<file path="config.mk">
export PLATFORM = sky130hd
export DESIGN_NAME = chd_parser
export DESIGN_NICKNAME = d
export VERILOG_FILES = /design/src/design/chd_pkg.sv /design/src/design/chd_parser.sv
export SDC_FILE = /design/constraint.sdc
export NUM_CORES = 1
export LEC_CHECK = 0
export CAP_MARGIN = 5
export CORE_MARGIN = 4
export CORE_UTILIZATION = 53
export DETAILED_ROUTE_END_ITERATION = 6
export DONT_BUFFER_PORTS = 1
export HOLD_SLACK_MARGIN = 0.15
export PLACE_DENSITY = 0.7
export SLEW_MARGIN = 30
export SYNTH_ARGS = -nofsm -noshare
export SYNTH_HDL_FRONTEND = slang
export SYNTH_SLANG_ARGS = --single-unit
</file>
<file path="constraint.sdc">
create_clock -name clk -period 3 [get_ports clk]
set_input_delay 0.6 -clock clk [delete_from_list [all_inputs] [get_ports clk]]
set_output_delay 0.6 -clock clk [all_outputs]
set_load 0.02 [all_outputs]
</file>
<file path="src/design/chd_pkg.sv">
package chd_pkg;

    // Field widths of the channels.
    localparam int BYTE_W   = 8;
    localparam int STATUS_W = 2;
    localparam int COUNT_W  = 32;

    // Default for the longest accepted size field, in hex digits.
    localparam int MAX_SIZE_DIGITS_DEF = 8;

    // Result kinds.
    localparam logic KIND_PAYLOAD = 1'b0;
    localparam logic KIND_SUMMARY = 1'b1;

    // End-of-body status codes.
    localparam logic [STATUS_W-1:0] ST_TERMINATED    = 2'd0;
    localparam logic [STATUS_W-1:0] ST_TRUNCATED     = 2'd1;
    localparam logic [STATUS_W-1:0] ST_SIZE_TOO_LONG = 2'd2;

    // Line control characters.
    localparam logic [BYTE_W-1:0] CH_LF = 8'h0A;
    localparam logic [BYTE_W-1:0] CH_CR = 8'h0D;

    // One result item.
    typedef struct packed {
        logic                item_kind;
        logic [BYTE_W-1:0]   payload_byte;
        logic [STATUS_W-1:0] end_status;
        logic [COUNT_W-1:0]  payload_count;
    } result_t;

    // Up to two results produced by one input transaction, in order.
    typedef struct packed {
        logic    first_valid;
        result_t first;
        logic    second_valid;
        result_t second;
    } push_t;

    // True for an ASCII hex digit of either case.
    function automatic logic is_hex(input logic [BYTE_W-1:0] c);
        is_hex = (c >= 8'h30 && c <= 8'h39) ||
                 (c >= 8'h61 && c <= 8'h66) ||
                 (c >= 8'h41 && c <= 8'h46);
    endfunction

    // Value of a hex digit; only meaningful when is_hex is true.
    function automatic logic [3:0] hex_digit(input logic [BYTE_W-1:0] c);
        logic [BYTE_W-1:0] v;
        v = 8'h00;
        if (c <= 8'h39)
        begin
            v = c - 8'h30;
        end
        else if (c >= 8'h61)
        begin
            v = c - 8'h57;
        end
        else
        begin
            v = c - 8'h37;
        end
        hex_digit = v[3:0];
    endfunction

endpackage

</file>
<file path="src/design/chd_parser.sv">
module chd_parser
    import chd_pkg::*;
#(
    parameter int MAX_SIZE_DIGITS = MAX_SIZE_DIGITS_DEF
)
(
    input  logic              clk,
    input  logic              rst_n,
    input  logic              in_valid,
    output logic              in_ready,
    input  logic [BYTE_W-1:0] in_byte,
    input  logic              in_last,
    input  logic              room,
    output push_t             push
);

    localparam int CNT_W = $clog2(MAX_SIZE_DIGITS + 1);

    typedef enum logic [6:0] {
        PH_SIZE       = 7'b0000001,
        PH_EXT        = 7'b0000010,
        PH_DATA       = 7'b0000100,
        PH_AFTER_DATA = 7'b0001000,
        PH_AFTER_CR   = 7'b0010000,
        PH_DONE       = 7'b0100000,
        PH_ERROR      = 7'b1000000
    } phase_t;

    // Input register stage.
    logic              hold_valid_reg;
    logic [BYTE_W-1:0] hold_byte_reg;
    logic              hold_last_reg;
    logic              fire;

    // Decoder state.
    phase_t             phase_reg, phase_next;
    logic [COUNT_W-1:0] acc_reg, acc_next;
    logic [CNT_W-1:0]   digits_reg, digits_next;
    logic [COUNT_W-1:0] remain_reg, remain_next;
    logic [COUNT_W-1:0] emitted_reg, emitted_next;

    // Outcome of treating the held byte as a size-line byte.
    phase_t             sz_phase;
    logic [COUNT_W-1:0] sz_acc;
    logic [CNT_W-1:0]   sz_digits;
    logic [COUNT_W-1:0] sz_remain;

    // Outcome of closing the size line with the current accumulator.
    phase_t             eol_phase;
    logic [COUNT_W-1:0] eol_remain;

    logic [STATUS_W-1:0] status;
    logic                emit_data;
    result_t             data_item;
    result_t             sum_item;

    assign fire     = hold_valid_reg && room;
    assign in_ready = !hold_valid_reg || fire;

    always_ff @(posedge clk or negedge rst_n)
    begin
        if (!rst_n)
        begin
            hold_valid_reg <= 1'b0;
        end
        else if (in_ready)
        begin
            hold_valid_reg <= in_valid;
        end
    end

    always_ff @(posedge clk)
    begin
        if (in_ready && in_valid)
        begin
            hold_byte_reg <= in_byte;
            hold_last_reg <= in_last;
        end
    end

    // End of a size line: zero ends the body, otherwise data follows.
    always_comb
    begin
        if (acc_reg == '0)
        begin
            eol_phase  = PH_DONE;
            eol_remain = remain_reg;
        end
        else
        begin
            eol_phase  = PH_DATA;
            eol_remain = acc_reg;
        end
    end

    // Size-line byte: digit accumulate or too-long error, LF close, other opens extension.
    always_comb
    begin
        sz_phase  = PH_SIZE;
        sz_acc    = acc_reg;
        sz_digits = digits_reg;
        sz_remain = remain_reg;
        if (is_hex(hold_byte_reg))
        begin
            if (digits_reg == CNT_W'(MAX_SIZE_DIGITS))
            begin
                sz_phase = PH_ERROR;
            end
            else
            begin
                sz_digits = digits_reg + CNT_W'(1);
                if (|acc_reg[COUNT_W-1:COUNT_W-4])
                begin
                    sz_acc = '1;
                end
                else
                begin
                    sz_acc = {acc_reg[COUNT_W-5:0], hex_digit(hold_byte_reg)};
                end
            end
        end
        else if (hold_byte_reg == CH_LF)
        begin
            sz_phase  = eol_phase;
            sz_remain = eol_remain;
            sz_acc    = '0;
            sz_digits = '0;
        end
        else
        begin
            sz_phase = PH_EXT;
        end
    end

    // Per-byte phase update.
    always_comb
    begin
        phase_next   = phase_reg;
        acc_next     = acc_reg;
        digits_next  = digits_reg;
        remain_next  = remain_reg;
        emitted_next = emitted_reg;
        emit_data    = 1'b0;
        case (phase_reg)
            PH_SIZE:
            begin
                phase_next  = sz_phase;
                acc_next    = sz_acc;
                digits_next = sz_digits;
                remain_next = sz_remain;
            end
            PH_EXT:
            begin
                if (hold_byte_reg == CH_LF)
                begin
                    phase_next  = eol_phase;
                    remain_next = eol_remain;
                    acc_next    = '0;
                    digits_next = '0;
                end
            end
            PH_DATA:
            begin
                emit_data   = 1'b1;
                remain_next = remain_reg - COUNT_W'(1);
                if (!(&emitted_reg))
                begin
                    emitted_next = emitted_reg + COUNT_W'(1);
                end
                if (remain_reg == COUNT_W'(1))
                begin
                    phase_next = PH_AFTER_DATA;
                end
            end
            PH_AFTER_DATA:
            begin
                if (hold_byte_reg == CH_CR)
                begin
                    phase_next = PH_AFTER_CR;
                end
                else if (hold_byte_reg == CH_LF)
                begin
                    phase_next = PH_SIZE;
                end
                else
                begin
                    phase_next  = sz_phase;
                    acc_next    = sz_acc;
                    digits_next = sz_digits;
                    remain_next = sz_remain;
                end
            end
            PH_AFTER_CR:
            begin
                phase_next = PH_SIZE;
                if (hold_byte_reg != CH_LF)
                begin
                    phase_next  = sz_phase;
                    acc_next    = sz_acc;
                    digits_next = sz_digits;
                    remain_next = sz_remain;
                end
            end
            default:
            begin
            end
        endcase
    end

    // Summary status from the phase after this byte.
    always_comb
    begin
        case (phase_next)
            PH_DONE:  status = ST_TERMINATED;
            PH_ERROR: status = ST_SIZE_TOO_LONG;
            default:  status = ST_TRUNCATED;
        endcase
    end

    // Result items for this transaction.
    always_comb
    begin
        data_item.item_kind     = KIND_PAYLOAD;
        data_item.payload_byte  = hold_byte_reg;
        data_item.end_status    = ST_TERMINATED;
        data_item.payload_count = '0;

        sum_item.item_kind      = KIND_SUMMARY;
        sum_item.payload_byte   = '0;
        sum_item.end_status     = status;
        sum_item.payload_count  = emitted_next;

        push.first_valid  = fire && (emit_data || hold_last_reg);
        push.first        = emit_data ? data_item : sum_item;
        push.second_valid = fire && emit_data && hold_last_reg;
        push.second       = sum_item;
    end

    // State registers; the last byte returns everything to reset.
    always_ff @(posedge clk or negedge rst_n)
    begin
        if (!rst_n)
        begin
            phase_reg   <= PH_SIZE;
            acc_reg     <= '0;
            digits_reg  <= '0;
            remain_reg  <= '0;
            emitted_reg <= '0;
        end
        else if (fire)
        begin
            if (hold_last_reg)
            begin
                phase_reg   <= PH_SIZE;
                acc_reg     <= '0;
                digits_reg  <= '0;
                remain_reg  <= '0;
                emitted_reg <= '0;
            end
            else
            begin
                phase_reg   <= phase_next;
                acc_reg     <= acc_next;
                digits_reg  <= digits_next;
                remain_reg  <= remain_next;
                emitted_reg <= emitted_next;
            end
        end
    end

endmodule

</file>
# [After elaboration in Yosys (flattened, before gate mapping)]
# Cells that the tools add are included.
[word_totals] register_bits=117 inputBits=13 output_inout_bits=89 word_cells=99
[classes] add_sub_neg=6 magnitude_cmp=6 n_eq_ne=15 mux=44 reduce_logical=20
[op_table] cell="32-bit two-way mux" n=18
[op_table] cell="32-bit one-hot mux with 5 select lines" n=1
[op_table] cell="32-bit one-hot mux with 4 select lines" n=1
[op_table] cell="7-bit two-way mux" n=9
[op_table] cell="43-bit two-way mux" n=1
[op_table] cell="4-bit two-way mux" n=9
[op_table] cell="7-bit one-hot mux with 5 select lines" n=1
[op_table] cell="32-bit by 1-bit adder with 32-bit output, second input constant" n=1
[op_table] cell="32-bit by 1-bit == test with 1-bit output, second input constant" n=1
[op_table] cell="32-bit zero test" n=1
[op_table] cell="32-bit AND reduction" n=1
[op_table] cell="32-bit by 1-bit subtractor with 32-bit output, second input constant" n=1
[op_table] cell="8-bit by 4-bit == test with 1-bit output, second input constant" n=2
[op_table] cell="8-bit by 7-bit >= comparator with 1-bit output, second input constant" n=2
[op_table] cell="8-bit by 7-bit <= comparator with 1-bit output, second input constant" n=2
[op_table] cell="4-bit one-hot mux with 4 select lines" n=1
[op_table] cell="5-bit AND reduction" n=2
[op_table] cell="3-bit inequality test, second input constant" n=3
[op_table] cell="8-bit by 6-bit >= comparator with 1-bit output, second input constant" n=1
[op_table] cell="8-bit by 6-bit <= comparator with 1-bit output, second input constant" n=1
[op_table] cell="1-bit logical AND" n=8
[op_table] cell="8-bit by 4-bit inequality test with 1-bit output, second input constant" n=1
[op_table] cell="4-bit by 3-bit subtractor with 4-bit output, second input constant" n=2
[op_table] cell="7-bit by 1-bit == test with 1-bit output, second input constant" n=1
[op_table] cell="17 further kinds" n=20

# [Logic depth before layout (Yosys ltp)]
[depth] depth_word=11 depth_mapped=11

# [Worst setup path after synthesis]
# OpenSTA, ideal clock, no wires.
[synth_path] kind="register to output" start="register hold_byte_reg[0]" end="output push[33] (netlist bit)" arrival_ns=2.553 required_ns=2.400 path_slack_ns=-0.153 stages_incl_launch_ff=10 cell_sequence="edfxtp_1 inv_1 ha_1 nand2b_1 a21oi_1 nor4_1 and2_1 o21ai_1 or3_1 nor3b_1"
[synth_lines] element="start: declaration" line_no="chd_parser.sv:31" source="logic [BYTE_W-1:0] hold_byte_reg;"
[synth_lines] element="start signal: assignment" line_no="chd_parser.sv:76" source="hold_byte_reg <= in_byte;"
[synth_lines] element="end: declaration" line_no="chd_parser.sv:14" source="output push_t push"

==> results.md <==
- The flow ran to the end, but the final reports show violations.
- The final reports fail on negative hold slack, negative setup slack.
- The congestion estimate from routability-driven global placement came to 0.885.
- In this run the static leakage power is 4.59 nW.
- Tracing the worst setup path back leads to its startpoint at phase_reg[3].
- Data arrives at the worst endpoint at 2740 ps.
- The switching power total is 2.52 mW.
- For this design, the sink count on the clock tree is 117.
- Of all cell types, the one taking the most synthesized area is sky130_fd_sc_hd__dfrtp_1.
- Setup repair after global routing could not meet its margin everywhere.
- The via total after detailed routing is 8042.
- The leftover overflow at the end of global routing is 0.
- The endpoint kind of the worst setup timing path is an output pin.
- The ratio of total power to cell area is 685 nW/um2.
- In the layout the commonest cells are sky130_fd_sc_hd__buf_4 (156), sky130_fd_sc_hd__nor2_1 (111), sky130_fd_sc_hd__dfrtp_1 (100).
- The total die area is 16400 um2.
- The region available for standard cell placement spans 14000 um2.
- In this run switching power makes up 36.3% of total power.
- Between clock sinks in the finished design, the worst skew comes to 8.49 ps.
- Registers take 2980 um2.
- The floorplan step set the die width to 128 um.
- After the last flow step, the layout net total stands at 1090.
- The floorplan has 43 rows.
- Of all flip-flops after synthesis, the portion carrying an async set or reset was 92.3%.
- The H-tree generated during clock tree synthesis spans 4 levels.
- The initial antenna violation count is 0.
- The average wire length per cell after detail routing is 20.1 um.
- The TritonCTS clock tree is done.
- The multi-input gate area in the final layout is 4860 um2.
- The share of total power in sequential cells is 34.2%.
- In this run, the number of DRC markers left after iteration 0 of detailed routing was 815.
- In this run, CTS created clock tree buffers numbering 17.
- The root buffer cell is sky130_fd_sc_hd__clkbuf_16.
- The worst hold path belongs to the class in2async.
- Dividing the detail-routed via count by the number of cells gives 6.38.
- After synthesis, the cell types taking the most area are sky130_fd_sc_hd__dfrtp_1 (35%), sky130_fd_sc_hd__nor2_1 (5.8%), sky130_fd_sc_hd__a21oi_1 (4.8%).
- The number of fill cells is 971.
- For this configuration, the core starts out at a cell density of 54.6%.
- Setup violations remaining at the end of the flow were counted as 28.
- The critical setup path kind is reg2out.
- For this run, the detailed router's first-pass iteration total came to 6.
- In the synthesized netlist, the number of instances is 940.
- The maximum fanout along the worst path is 4.
- The most common cell after layout, fill and taps aside is sky130_fd_sc_hd__buf_4.
- The number of synthesized flops with an enable pin is 9.
- In the routed design, unresolved DRC markers number 0.
- The post-layout total power is 6.95 mW.
- The fraction of final layout cells with drive strength greater than 1 is 31.3%.
- The portion of the post-synthesis area used by sequential elements is 38.8%.
- The maximum achievable frequency is 299 MHz.
- The share of the clock period used by the worst path after layout is 111%.
- The critical register-to-register path startpoint is remain_reg[6].
- The area share of the leading cell type in the synthesized netlist is 34.9%.
- The final critical-path required period is 3340 ps.
- Synthesis instantiated 74 different standard cells from the library.
- The actual slew at the worst max-slew pin is 794 ps.
- The number of global-route vias before repair is 7214.
- The setup slack of the critical path after layout is -340 ps.
- In this run the remaining antenna-violating nets after routing total 0.
- Counting flops and latches in the post-synthesis netlist gives 117.
- The final count of hold timing violations is 107.
- In this run the deepest clock path goes through 2 buffers.
- In the final timing run, aggregate negative setup slack is -2520 ps.
- The number of cell instances on the worst register-to-register path is 7.
- The highest ir drop seen on vdd is 0.558 mV.
- In this run the tightest slew margin relative to its limit is 46.9%.
- The final cell utilization of the core is 72.3%.
- From bottom edge to top edge, the die measures 128 um.
- The cell internal power dissipation is 4.43 mW.
- The first global-routing pass estimated 37.1 mm of wire.
- The CTS clock-pin slew for the worst setup and hold paths is 60 ps.
- The clock latency of the later-clocked register in the worst-skew pair is 430 ps.
- The largest net degree at the start of global routing is 109.
- The final number of max-transition violations is 0.
- In the synthesized netlist the dominant register cell turns out to be sky130_fd_sc_hd__dfrtp_1.
- The repair_antennas step left the layout with diodes totalling 0.
- During synthesis, Yosys emitted a total of 0 warnings.
- Final hold analysis gives a worst-case slack of -134 ps.
- The count of buffers from port buffering is 0.
- The wire length after detailed routing is 25.3 mm.
- The HPWL reported at the end of detailed placement is 14.6 mm.
- The post-synthesis average cell area is 8.15 um2.
- Global routing used 27.9% of the available tracks across all layers.
- The number of top-level pins is 102.
- The total of max-cap violations is 0.
- The type of element launching the critical path is a register.
- The part of the total power dissipated in combinational logic is 35.2%.
- The cell area that synthesis handed to floorplanning was 7660 um2.
- At the worst endpoint, the required time is 2400 ps.
- Of the total power, the clock network draws 30.6%.
- Compared with the post-synthesis result, the final layout area differs by 32.5%.
==> worst max-delay path, stage by stage, from the launching register on <==
cell                      delay, ps
sky130_fd_sc_hd__dfrtp_1        370
sky130_fd_sc_hd__or4_4          530
sky130_fd_sc_hd__or4b_4         540
sky130_fd_sc_hd__o21a_4         160
sky130_fd_sc_hd__o22ai_4        120
sky130_fd_sc_hd__a31oi_4        130
sky130_fd_sc_hd__xnor2_2        180
sky130_fd_sc_hd__or2_4          290
==> cells by family after synthesis <==
| logic type | count (synthesis) | share of synthesized area (%) |
|---|---|---|
| other | 2 | 0.0980 |
| flip-flops | 117 | 38.8 |
| XOR/XNOR | 36 | 4.11 |
| AND/OR/NAND/NOR | 395 | 26.2 |
| buffers and inverters | 94 | 5.89 |
| adder cells (fa/ha/maj) | 9 | 1.47 |
| AO/OA/AOI/OAI | 285 | 23.1 |
| multiplexers | 2 | 0.278 |
==> power groups by stage <==
stage          sequential (mW)  combinational (mW)  clock, mW
2_1_floorplan             2.33                1.46          0
3_3_place_gp              2.35                2.20          0
3_5_place_dp              2.36                2.24          0
4_1_cts                   2.36                2.35       2.13
5_1_grt                   2.43                2.68       2.22
6_report                  2.38                2.45       2.13
==> what timing repair did <==
action	4_1_cts	5_1_grt
gates resized for setup	54	83
pin swaps	20	43
buffers inserted	21	31
setup endpoints to repair	35	35
hold endpoints to repair	108	108
==> Yosys cell counts, types with 11 or more instances <==
cell,instances
sky130_fd_sc_hd__o21ai_1,32
sky130_fd_sc_hd__xor2_1,11
sky130_fd_sc_hd__nor2_1,119
sky130_fd_sc_hd__nand4_1,12
sky130_fd_sc_hd__dfrtp_1,107
sky130_fd_sc_hd__and3_1,12
sky130_fd_sc_hd__inv_1,20
sky130_fd_sc_hd__o21ai_2,25
sky130_fd_sc_hd__or3_1,15
sky130_fd_sc_hd__a31oi_1,12
sky130_fd_sc_hd__o31ai_1,11
sky130_fd_sc_hd__nand2b_1,11
sky130_fd_sc_hd__and2_1,37
sky130_fd_sc_hd__nor4_1,27
sky130_fd_sc_hd__a21oi_1,74
sky130_fd_sc_hd__a22oi_1,12
sky130_fd_sc_hd__clkbuf_1,49
sky130_fd_sc_hd__nand3_1,20
sky130_fd_sc_hd__nor3_1,21
sky130_fd_sc_hd__o21ai_0,67
sky130_fd_sc_hd__xnor2_1,25
sky130_fd_sc_hd__nand2_1,79
==> layer usage <==
layer  global-route usage, %  vias to the layer above  part of all wire, %
li1                        -                     3607                    -
met3                    5.33                       82                  9.2
met4                    8.61                        0                  3.4
met1                    39.1                     3867                   41
met5                       0                        -                    0
met2                    43.9                      486                   47
==> cell type report <==
cell class	count	area share (%)
Clock buffer	20	4.30
Clock inverter	12	1.58
Inverter	20	0.789
Multi-Input combinational cell	736	47.8
Sequential cell	117	29.4
Tap cell	180	2.22
Timing Repair Buffer	176	13.9
==> stage by stage <==
stage / cells / setup slack (ps) / area, um2
finish: 1261 / -340 / 10200
global route: 1261 / -421 / 10200
CTS: 1230 / -319 / 9520
detailed placement: 1177 / -4.17 / 8530
global placement: 1177 / 83.9 / 8530
floorplan: 947 / -153 / 7700
==> final timing paths <==
| path | slack (ps) | to |
|---|---|---|
| max | -340 | push[32] |
| min reg2reg | 490 | remain_reg[26] |
| max reg2reg | 160 | remain_reg[29] |
| max in group asynchronous | 2880 | emitted_reg[5] |
| min in group clk | 270 | hold_byte_reg[3] |
| min | -130 | emitted_reg[14] |
No activity file was read; power rests on OpenSTA's default activity.
