--- src/design/chd_pkg.sv ---
package chd_pkg;

    // Field widths of the channels.
    localparam int BYTE_W   = 8;
    localparam int STATUS_W = 2;
    localparam int COUNT_W  = 32;

    // Default for the longest accepted size field, in hex digits.
    localparam int MAX_SIZE_DIGITS_DEF = 8;

    // Result kinds.
    localparam logic KIND_PAYLOAD = 1'b0;
    localparam logic KIND_SUMMARY = 1'b1;

    // End-of-body status codes.
    localparam logic [STATUS_W-1:0] ST_TERMINATED    = 2'd0;
    localparam logic [STATUS_W-1:0] ST_TRUNCATED     = 2'd1;
    localparam logic [STATUS_W-1:0] ST_SIZE_TOO_LONG = 2'd2;

    // Line control characters.
    localparam logic [BYTE_W-1:0] CH_LF = 8'h0A;
    localparam logic [BYTE_W-1:0] CH_CR = 8'h0D;

    // One result item.
    typedef struct packed {
        logic                item_kind;
        logic [BYTE_W-1:0]   payload_byte;
        logic [STATUS_W-1:0] end_status;
        logic [COUNT_W-1:0]  payload_count;
    } result_t;

    // Up to two results produced by one input transaction, in order.
    typedef struct packed {
        logic    first_valid;
        result_t first;
        logic    second_valid;
        result_t second;
    } push_t;

    // True for an ASCII hex digit of either case.
    function automatic logic is_hex(input logic [BYTE_W-1:0] c);
        is_hex = (c >= 8'h30 && c <= 8'h39) ||
                 (c >= 8'h61 && c <= 8'h66) ||
                 (c >= 8'h41 && c <= 8'h46);
    endfunction

    // Value of a hex digit; only meaningful when is_hex is true.
    function automatic logic [3:0] hex_digit(input logic [BYTE_W-1:0] c);
        logic [BYTE_W-1:0] v;
        v = 8'h00;
        if (c <= 8'h39)
        begin
            v = c - 8'h30;
        end
        else if (c >= 8'h61)
        begin
            v = c - 8'h57;
        end
        else
        begin
            v = c - 8'h37;
        end
        hex_digit = v[3:0];
    endfunction

endpackage

--- src/design/chd_out_queue.sv ---
module chd_out_queue
    import chd_pkg::*;
(
    input  logic    clk,
    input  logic    rst_n,
    input  push_t   push,
    output logic    room,
    output logic    out_valid,
    input  logic    out_ready,
    output result_t out_item
);

    localparam int DEPTH = 4;
    localparam int PTR_W = $clog2(DEPTH);
    localparam int CNT_W = $clog2(DEPTH + 1);

    result_t          slot_reg [DEPTH];
    logic [PTR_W-1:0] wr_ptr_reg, wr_ptr_next;
    logic [PTR_W-1:0] rd_ptr_reg, rd_ptr_next;
    logic [CNT_W-1:0] count_reg, count_next;
    logic             pop;
    logic [CNT_W-1:0] n_push;

    // Room is reserved for the largest burst of one transaction.
    assign room      = count_reg <= CNT_W'(DEPTH - 2);
    assign out_valid = count_reg != '0;
    assign out_item  = slot_reg[rd_ptr_reg];
    assign pop       = out_valid && out_ready;

    always_comb
    begin
        n_push      = CNT_W'(push.first_valid) + CNT_W'(push.second_valid);
        wr_ptr_next = wr_ptr_reg + PTR_W'(n_push);
        rd_ptr_next = rd_ptr_reg + PTR_W'(pop);
        count_next  = count_reg + n_push - CNT_W'(pop);
    end

    always_ff @(posedge clk or negedge rst_n)
    begin
        if (!rst_n)
        begin
            wr_ptr_reg <= '0;
            rd_ptr_reg <= '0;
            count_reg  <= '0;
        end
        else
        begin
            wr_ptr_reg <= wr_ptr_next;
            rd_ptr_reg <= rd_ptr_next;
            count_reg  <= count_next;
        end
    end

    // Result storage, written in transaction order.
    always_ff @(posedge clk)
    begin
        if (push.first_valid)
        begin
            slot_reg[wr_ptr_reg] <= push.first;
        end
        if (push.second_valid)
        begin
            slot_reg[wr_ptr_reg + PTR_W'(1)] <= push.second;
        end
    end

endmodule

--- config.mk ---
export PLATFORM = sky130hd
export DESIGN_NAME = chd_out_queue
export DESIGN_NICKNAME = d
export VERILOG_FILES = /design/src/design/chd_pkg.sv /design/src/design/chd_out_queue.sv
export SDC_FILE = /design/constraint.sdc
export NUM_CORES = 1
export LEC_CHECK = 0
export ABC_CLOCK_PERIOD_IN_PS = 6100
export BUFFER_PORTS_ARGS = -buffer_cell sky130_fd_sc_hd__buf_2
export CAP_MARGIN = 20
export CELL_PAD_IN_SITES_DETAIL_PLACEMENT = 0
export CELL_PAD_IN_SITES_GLOBAL_PLACEMENT = 2
export CORE_MARGIN = 5
export CORE_UTILIZATION = 42
export DETAILED_ROUTE_END_ITERATION = 7
export GPL_TIMING_DRIVEN = 0
export PLACE_DENSITY_LB_ADDON = 0.1
export SKIP_CTS_REPAIR_TIMING = 1
export SLEW_MARGIN = 25
export SYNTH_ARGS = -nofsm -noshare
export SYNTH_HDL_FRONTEND = slang
export SYNTH_SLANG_ARGS = --single-unit
--- constraint.sdc ---
create_clock -name clk -period 6.1 [get_ports clk]
set_input_delay 0 -clock clk [delete_from_list [all_inputs] [get_ports clk]]
set_output_delay 0 -clock clk [all_outputs]
set_load 0.01 [all_outputs]
# Yosys cells after proc, flatten, opt, wreduce, memory -nomap -nowiden
# Memory sizes are Yosys's and may differ from the RTL's.
# Cells that the tools add are included.
[classes]
add_sub_neg = 6
multipliers = 0
div = 0
order_cmp = 1
n_eq_ne = 0
shift = 0
n_mux = 4
bitwise = 0
reduce_logical = 2
[ops]
columns = ["op", "n"]
rows = [
  ["two-way mux 1 bit", 4],
  ["adder 3 x 2 -> 3 bit", 1],
  ["less-or-equal comparator 3 x 2 -> 1 bit (second input constant)", 1],
  ["nonzero test 3 bit", 1],
  ["subtractor 3 x 1 -> 3 bit", 1],
  ["adder 1 x 1 -> 2 bit", 1],
  ["adder 2 x 1 -> 2 bit", 1],
  ["adder 2 x 1 -> 2 bit (second input constant)", 1],
  ["adder 2 bit", 1],
  ["logical AND 1 bit", 1],
]
[totals]
reg_bits = 7
latchBits = 0
ram_bits = 172
mem_bits_ro = 0
in_bits = 91
output_inout_bits = 45
elab_cells = 17
mem_count = 1
[mem_list]
columns = ["name", "words", "width", "read_ports", "rd_ports_with_merged_regs", "write_ports", "line_no", "rtl"]
rows = [
  ["slot_reg", 4, 43, 1, 0, 2, "chd_out_queue.sv:17", "result_t slot_reg [DEPTH];"],
]

# Logic depth before layout (Yosys ltp)
# Gate-level depths: netlist of run 1.
[depth]
word_depth = 3
depth_mapped = 9
depth_no_buf = 9

# Worst setup path after synthesis of run 1
# Ideal clock, no wire load.
[synth_path]
kind = "reg2reg"
startpoint = "register wr_ptr_reg[0]"
endpoint = "memory slot_reg[0][0] in the netlist's numbering, enable pin"
setup_ns = 0.503
t_arrival_ns = 3.727
t_required_ns = 5.597
path_slack_ns = 1.870
path_stages_with_launch = 4
n_path_buf = 1
synth_period_minus_slack_ns = 4.230
path_cell_list = "dfrtp_1 buf_2 nand2b_1 o21ai_0"
[synth_lines]
columns = ["item", "line_no", "rtl"]
rows = [
  ["from (decl)", "chd_out_queue.sv:18", "logic [PTR_W-1:0] wr_ptr_reg, wr_ptr_next;"],
  ["from (signal assigned)", "chd_out_queue.sv:48", "wr_ptr_reg <= wr_ptr_next;"],
  ["to (decl)", "chd_out_queue.sv:17", ""],
]

==> results.tsv, run 1 <==
metric	value	unit
final_core_utilization	0.5871	
dr_wl_met3	991	µm
synth_fa_ha_area_frac	0.01097	
setup_viol	0	
placeableCoreArea	20300	µm²
final_min_period_over_clock_period	0.4049	
synthesis.area_per_instance	19.10	µm²
drc	0	
final_cell_mix	172 x sky130_fd_sc_hd__edfxtp_1, 169 x sky130_fd_sc_hd__mux2_2, 155 x sky130_fd_sc_hd__buf_2, 132 x sky130_fd_sc_hd__dlygate4sd3_1, 43 x sky130_fd_sc_hd__mux4_2	
detailroute.wirelength.met2	10.91	mm
grt_start_max_net_pins	20	
run_status	complete, but fails checks	
post_synth_inst_count	454	
netlist-cell-type-count	24	
layout-area-overhead-vs-synth	37.47	%
post-dp-hpwl	13.37	mm
setup_repair_after_global_routing_missed_its_margin	false	
hold_viol	1	
grt_pass1_wl	31.04	mm
power_density	443.8	nW/µm²
timing.hold.ws	-0.01514	ns
die_y	153.7	µm
layout-drive-gt1-share	0.5458	
final.setup.tns	0	ns
wire_length_reported_by_the_detailed_router	21.11	mm
yosys.area_share.xor_xnor	0.005051	
finalWeightedCongestion	0.7280	
min_to	wr_ptr_reg[0]	
placed_cell_area	10000	µm²
synth_warnings	0	
muxShareOfSynthArea	0.3363	
design_area	11920	µm²
r2r_cells	5	
class_of_the_tightest_hold_or_removal_check	in -> reg	
cts-buffers-inserted	17	
initial_antenna_violation_count	1	
finalWorstSetupSlack	3.630	ns
wl_met1	8.996	mm
std_cell_rows	52	
floorplan.io_pins	136	
worst_skew_pair.late_latency	0.43	ns
ant_nets	0	
crit_type	reg -> reg	
largest_register_ffs	172	
power_leakage	4.389	nW
final.min_clock_period	2.470	ns
clock_tree_from_tritoncts	built	
hp-start	push[87]	
ctsHtreeMaxLevel	4	
cell_area_after_synthesis	8670	µm²
initial_utilization	0.4271	
first_global_vias	5425	
fmax	404.9	MHz
ir_worst_vdd	0.2045	mV
dr.pass1.iters	4	
total_power	5.290	mW
timing_max_transition_violations_final	0	
synthSimpleGateAreaFrac	0.008515	
worstPathRequired	6.27	ns
worst_setup_path_end_kind	register	
max_cap_violations	0	
grt-ovfl-total	0	
syn-num-nets	552	
largest_family_of_logic_cells_by_synthesized_area	multiplexers	
worst-r2r-setup-slack	3.63	ns
globalRouteTotalUtil	0.1736	
design.final.nets	849	
most_common_cell_after_layout_fill_and_taps_aside	sky130_fd_sc_hd__edfxtp_1	
synth-compound-area-share	0.001732	
cts-root-buf	sky130_fd_sc_hd__clkbuf_16	
vias_per_cell	5.059	
clock-skew-final	0.01030	ns
ff_to_ff_start	wr_ptr_reg[0]	
detailedRoute.firstIterationViolations	208	
stdcell_count	1034	
place_worst_setup_slack	3.806	ns
port-buffer-count	135	
routed-via-count	5231	
die_w	153.7	µm
clkSlewWorstSetupHoldPaths	0.06	ns
worst_slew_pin_slew	0.7302	ns
hold_path_depth	3	
worst_ep_arrival_time	2.64	ns
tritoncts_num_sinks	179	
dpl.cell_count	870	
postSynthRegisterBits	179	
num_antenna_cells	0	
violated_checks	negative hold slack	
route.top_layer_used	met5	
r2r_end	slot_reg[3][0]	
drt-wirelength-per-cell	20.41	µm
ctsLongestPathBuffers	2	
max-slew-margin-rel	0.5132	
cp_max_fo	10	
synth.yosys.seq_area_share	0.6160	
critPathLaunchType	register	
design.die.area	23610	µm²
==> metal layers <==
metal | GRT usage | up-vias
met5 | 0 | -
li1 | - | 2448
met1 | 0.2143 | 2652
met2 | 0.3073 | 115
met4 | 0.04373 | 2
met3 | 0.04244 | 14
==> worst max-delay path, cell delays in order, from the launching register on <==
cell and delay (ns):
sky130_fd_sc_hd__dfrtp_1 0.35, sky130_fd_sc_hd__buf_2 0.21, sky130_fd_sc_hd__nand3b_1 0.32, sky130_fd_sc_hd__buf_2 0.40, sky130_fd_sc_hd__mux2_2 0.37, sky130_fd_sc_hd__dlygate4sd3_1 0.55
==> cells in the mapped netlist <==
cell                       instances  area (µm²)
sky130_fd_sc_hd__edfxtp_1        172        5165
sky130_fd_sc_hd__mux2i_1           1       10.01
sky130_fd_sc_hd__xnor2_1           3       26.28
sky130_fd_sc_hd__clkbuf_1          4       15.01
sky130_fd_sc_hd__mux4_2           43       968.4
sky130_fd_sc_hd__nand3b_1          1       7.510
sky130_fd_sc_hd__or3_1             1       6.260
sky130_fd_sc_hd__nor3b_4           1       18.77
sky130_fd_sc_hd__a21oi_1           1       5.000
sky130_fd_sc_hd__xor2_1            2       17.52
sky130_fd_sc_hd__and2_1            1       6.260
sky130_fd_sc_hd__fa_1              1       20.02
sky130_fd_sc_hd__mux2_2          169        1903
sky130_fd_sc_hd__nand2b_1          1       6.260
sky130_fd_sc_hd__inv_1             7       26.28
sky130_fd_sc_hd__buf_6             4       45.04
sky130_fd_sc_hd__buf_2            20       100.1
sky130_fd_sc_hd__o21ai_0           2       10.01
sky130_fd_sc_hd__dfrtp_1           7       175.2
sky130_fd_sc_hd__ha_1              6       75.07
sky130_fd_sc_hd__nand3b_2          1       11.26
sky130_fd_sc_hd__nor2_1            2       7.510
sky130_fd_sc_hd__nand3_2           1       10.01
sky130_fd_sc_hd__mux2_1            3       33.78
==> worst max path at each step <==
stage | startpoint | endpoint | depth (start not counted)
2_1_floorplan | wr_ptr_reg[0] | slot_reg[0][0] | 3
3_3_place_gp | wr_ptr_reg[0] | slot_reg[2][19] | 3
3_5_place_dp | count_reg[2] | count_reg[2] | 9
4_1_cts | rd_ptr_reg[1] | out_item[30] | 4
5_1_grt | wr_ptr_reg[0] | slot_reg[3][36] | 5
6_report | wr_ptr_reg[0] | slot_reg[3][0] | 5
==> cell type report <==
cell class	count	area [µm²]
fill	1628	8382
buffer	28	160.2
clock inverter	12	156.4
clock buffer	20	436.7
sequential	179	5340
inverter	7	26.28
timing repair buffer	278	2280
tap	270	337.8
multi-input combinational	240	3181
==> kinds of logic (layout without fill, tap and decap cells) <==
kind of cell,Yosys count,count (layout)
simple gates,9,9
mux,216,216
fa+ha+maj,7,7
flops,179,179
xor+xnor,5,5
buf+inv,35,345
compound gates,3,3
==> power by group <==
part	switching (mW)	internal, mW	total, mW
clock network	0.480	0.647	1.13
registers	0.0856	1.86	1.95
logic	1.09	1.12	2.22
Power figures use the tool's default switching activity.
==> inputs of run 2 (changes only) <==
--- a/config.mk
+++ b/config.mk
@@ -5,13 +5,14 @@
 export SDC_FILE = /design/constraint.sdc
 export NUM_CORES = 1
 export LEC_CHECK = 0
-export ABC_CLOCK_PERIOD_IN_PS = 6100
+export ABC_AREA = 1
+export ABC_CLOCK_PERIOD_IN_PS = 2580
 export BUFFER_PORTS_ARGS = -buffer_cell sky130_fd_sc_hd__buf_2
 export CAP_MARGIN = 20
 export CELL_PAD_IN_SITES_DETAIL_PLACEMENT = 0
 export CELL_PAD_IN_SITES_GLOBAL_PLACEMENT = 2
 export CORE_MARGIN = 5
-export CORE_UTILIZATION = 42
+export CORE_UTILIZATION = 34
 export DETAILED_ROUTE_END_ITERATION = 7
 export GPL_TIMING_DRIVEN = 0
 export PLACE_DENSITY_LB_ADDON = 0.1
==> constraint.sdc (replaced) <==
create_clock -name clk -period 2.58 [get_ports clk]
set_input_delay 0 -clock clk [delete_from_list [all_inputs] [get_ports clk]]
set_output_delay 0 -clock clk [all_outputs]
set_load 0.01 [all_outputs]
==> results.tsv, run 2 <==
metric	value	unit	change
dpl.cell_count	1836		+110%
r2r_end	slot_reg[1][3]		
grt_pass1_wl	53.23	mm	+72%
cp_max_fo	10		unchanged
syn-num-nets	1405		+150%
synth-compound-area-share	0.02241		+0.02068
hold_path_depth	3		unchanged
first_global_vias	8640		+59%
placed_cell_area	11440	µm²	+14%
critPathLaunch	wr_ptr_reg[1]		
postSynthRegisterBits	179		unchanged
stdcell_count	1975		+91%
setup_viol	0		unchanged
globalRouteTotalUtil	0.2129		+0.03930
post-dp-hpwl	23.52	mm	+76%
initial_antenna_violation_count	0		-1
hold_viol	2		+1
cts-buffers-inserted	17		unchanged
port-buffer-count	135		unchanged
clock-skew-final	0.01334	ns	+0.003031 ns
worst-r2r-setup-slack	0.09	ns	-3.54 ns
initial_utilization	0.3438		-0.08329
area_used_by_multi_input_combinational_logic	3606	µm²	+13%
final.min_clock_period	2.487	ns	+0.01682 ns
grt-ovfl-total	0		unchanged
tritoncts_num_sinks	179		unchanged
synth_fa_ha_area_frac	0.009357		-0.001611
worst_skew_pair.late_latency	0.44	ns	about the same
cell_area_after_synthesis	10160	µm²	+17%
design_area	13070	µm²	+9.6%
worst_slew_pin_slew	0.7803	ns	+0.05015 ns
layout-area-overhead-vs-synth	28.58	%	
vias_per_cell	4.760		-5.9%
ff_to_ff_start	wr_ptr_reg[1]		
finalWeightedCongestion	0.7770		+6.7%
yosys.area_share.xor_xnor	0.0008619		-0.004189
worst_ep_arrival_time	2.67	ns	+0.03 ns
post-synth-top-area-fraction	0.5082		-0.08751
synthTopCellsByCount	533 x sky130_fd_sc_hd__nand2_1, 226 x sky130_fd_sc_hd__inv_1, 172 x sky130_fd_sc_hd__edfxtp_1, 136 x sky130_fd_sc_hd__nand3_1, 86 x sky130_fd_sc_hd__nand4_1		
worstPathRequired	2.76	ns	-3.51 ns
muxShareOfSynthArea	0		-0.3363
synthSimpleGateAreaFrac	0.3193		+0.3107
hp-start	push[43]		
drc	0		unchanged
fmax	402.1	MHz	-0.68%
min_to	wr_ptr_reg[0]		
ir_worst_vdd	0.5760	mV	+180%
design.die.area	33450	µm²	+42%
violated_checks	negative hold slack		
synth_top_cell_by_area	sky130_fd_sc_hd__edfxtp_1		
cts-root-buf	sky130_fd_sc_hd__clkbuf_16		
power_leakage	6.572	nW	+50%
ant_nets	0		unchanged
floorplan.io_pins	136		unchanged
wire_length_reported_by_the_detailed_router	36.44	mm	+73%
class_of_the_tightest_hold_or_removal_check	in -> reg		
run_status	complete, but fails checks		
worst_setup_path_end_kind	register		
synth.yosys.seq_area_share	0.5255		-0.09048
critPathLaunchType	register		
final.setup.tns	0	ns	unchanged
synth.area.top_cells	sky130_fd_sc_hd__edfxtp_1 51%, sky130_fd_sc_hd__nand2_1 20%, sky130_fd_sc_hd__inv_1 8.3%, sky130_fd_sc_hd__nand3_1 6.7%, sky130_fd_sc_hd__nand4_1 5.3%		
num_antenna_cells	0		unchanged
timing_max_transition_violations_final	0		unchanged
routed-via-count	9401		+80%
max-slew-margin-rel	0.4798		-0.03343
grt_start_max_net_pins	32		+60%
die_w	182.9	µm	+19%
netlist-cell-type-count	22		-8.3%
total_power	14.40	mW	+170%
std_cell_rows	63		+21%
synth_warnings	0		unchanged
fillerInstances	3052		+87%
final_cell_mix	529 x sky130_fd_sc_hd__nand2_1, 226 x sky130_fd_sc_hd__inv_1, 177 x sky130_fd_sc_hd__buf_2, 172 x sky130_fd_sc_hd__edfxtp_1, 136 x sky130_fd_sc_hd__nand3_1		
max_cap_violations	0		unchanged
ctsHtreeMaxLevel	4		unchanged
detailedRoute.firstIterationViolations	735		+250%
placeableCoreArea	29560	µm²	+46%
die_y	182.9	µm	+19%
synthesis.area_per_instance	7.775	µm²	-59%
register_area	5340	µm²	unchanged
synth_async_sr_flop_share	0.03911		unchanged
r2r_cells	7		+2
most_common_cell_after_layout_fill_and_taps_aside	sky130_fd_sc_hd__nand2_1		
clock_tree_from_tritoncts	built		
crit_type	reg -> reg		
post_synth_inst_count	1307		+190%
final_min_period_over_clock_period	0.9639		+0.5589
ctsLongestPathBuffers	2		unchanged
timing.hold.ws	-0.01235	ns	+0.002791 ns
clkSlewWorstSetupHoldPaths	0.08	ns	+0.02 ns
layout-drive-gt1-share	0.1407		-0.4051
largest_family_of_logic_cells_by_synthesized_area	simple AND/OR/NAND/NOR gates		
drt-wirelength-per-cell	18.45	µm	-9.6%
design.final.nets	1670		+97%
largest_register_ffs	172		unchanged
power_density	1102	nW/µm²	+150%
synth.most_common_cell	sky130_fd_sc_hd__nand2_1		
count_of_flip_flops_with_a_built_in_enable_after_synthesis	172		unchanged
most_used_flip_flop_cell_after_synthesis	sky130_fd_sc_hd__edfxtp_1		
dr.pass1.iters	5		+1
run 2: cell types whose count changed after synthesis, moves of 4 or more:
cell and change:
sky130_fd_sc_hd__clkbuf_1 +35, sky130_fd_sc_hd__nand2_1 +533, sky130_fd_sc_hd__inv_1 +219, sky130_fd_sc_hd__o21ai_1 +21, sky130_fd_sc_hd__mux4_2 -43, sky130_fd_sc_hd__mux2_2 -169, sky130_fd_sc_hd__nand3_1 +136, sky130_fd_sc_hd__buf_2 +22
sky130_fd_sc_hd__buf_1 +5, sky130_fd_sc_hd__buf_6 -4, sky130_fd_sc_hd__nand4_1 +86, sky130_fd_sc_hd__o21ai_0 +20
run 2: cell type report:
| type | count | area share |
|---|---|---|
| Sequential cell | 179 | 0.4087 |
| Multi-Input combinational cell | 811 | 0.2760 |
| Timing Repair Buffer | 247 | 0.1406 |
| Inverter | 230 | 0.06607 |
| Tap cell | 390 | 0.03735 |
| Clock buffer | 18 | 0.03284 |
| Buffer | 86 | 0.02921 |
| Clock inverter | 14 | 0.009288 |
run 2: how the worst max path moves through the flow:
| stage | end | slack [ns] |
|---|---|---|
| floorplan | slot_reg[0][0] | 0.23 |
| global placement | slot_reg[0][17] | -1.38 |
| detailed placement | slot_reg[3][7] | 0.01 |
| CTS | slot_reg[3][5] | 0.008 |
| global route | slot_reg[1][3] | -0.02 |
| finish | slot_reg[1][3] | 0.09 |
run 2: kinds of logic after synthesis:
| logic type | after synthesis |
|---|---|
| and+or+nand+nor | 758 |
| buffers and inverters | 317 |
| adders and majority gates | 7 |
| DFF | 179 |
| xor gates and xnor gates | 1 |
| AOI/OAI and AO/OA | 45 |
run 2: per-stage QoR:
stage	hold WS [ns]	setup WS (ns)	utilization
after detailed placement	-0.1396	0.01491	0.3869
after CTS	-0.6147	0.007665	0.4055
after floorplan	-0.2956	0.2308	-
final	-0.01235	0.09325	0.4420
after global routing	-0.0002475	-0.01771	0.4420
after global placement	-0.1534	-1.380	0.3832
run 2: where the power goes:
group / leakage [nW] / internal [mW] / switching, mW
sequential: 1.70 / 4.54 / 0.238
clock: 0.267 / 1.27 / 1.26
combinational: 4.61 / 2.11 / 4.98
total: 6.57 / 7.92 / 6.48
run 2: critical path: stages (launching register included):
cell                            delay [ns]
sky130_fd_sc_hd__dfrtp_1              0.36
sky130_fd_sc_hd__buf_4                0.15
sky130_fd_sc_hd__nor2_4               0.26
sky130_fd_sc_hd__nand2_1              0.29
sky130_fd_sc_hd__clkbuf_1             0.42
sky130_fd_sc_hd__nand2_1              0.15
sky130_fd_sc_hd__nand2_1              0.06
sky130_fd_sc_hd__dlygate4sd3_1        0.56
run 2: metal layers:
layer	track usage	share of wire	wire [µm]	vias up
met3	0.03193	0.050	1819	36
li1	-	-	-	4704
met4	0.05453	0.016	590	0
met5	0	0	0	-
met2	0.3463	0.47	17260	262
met1	0.3003	0.46	16770	4399
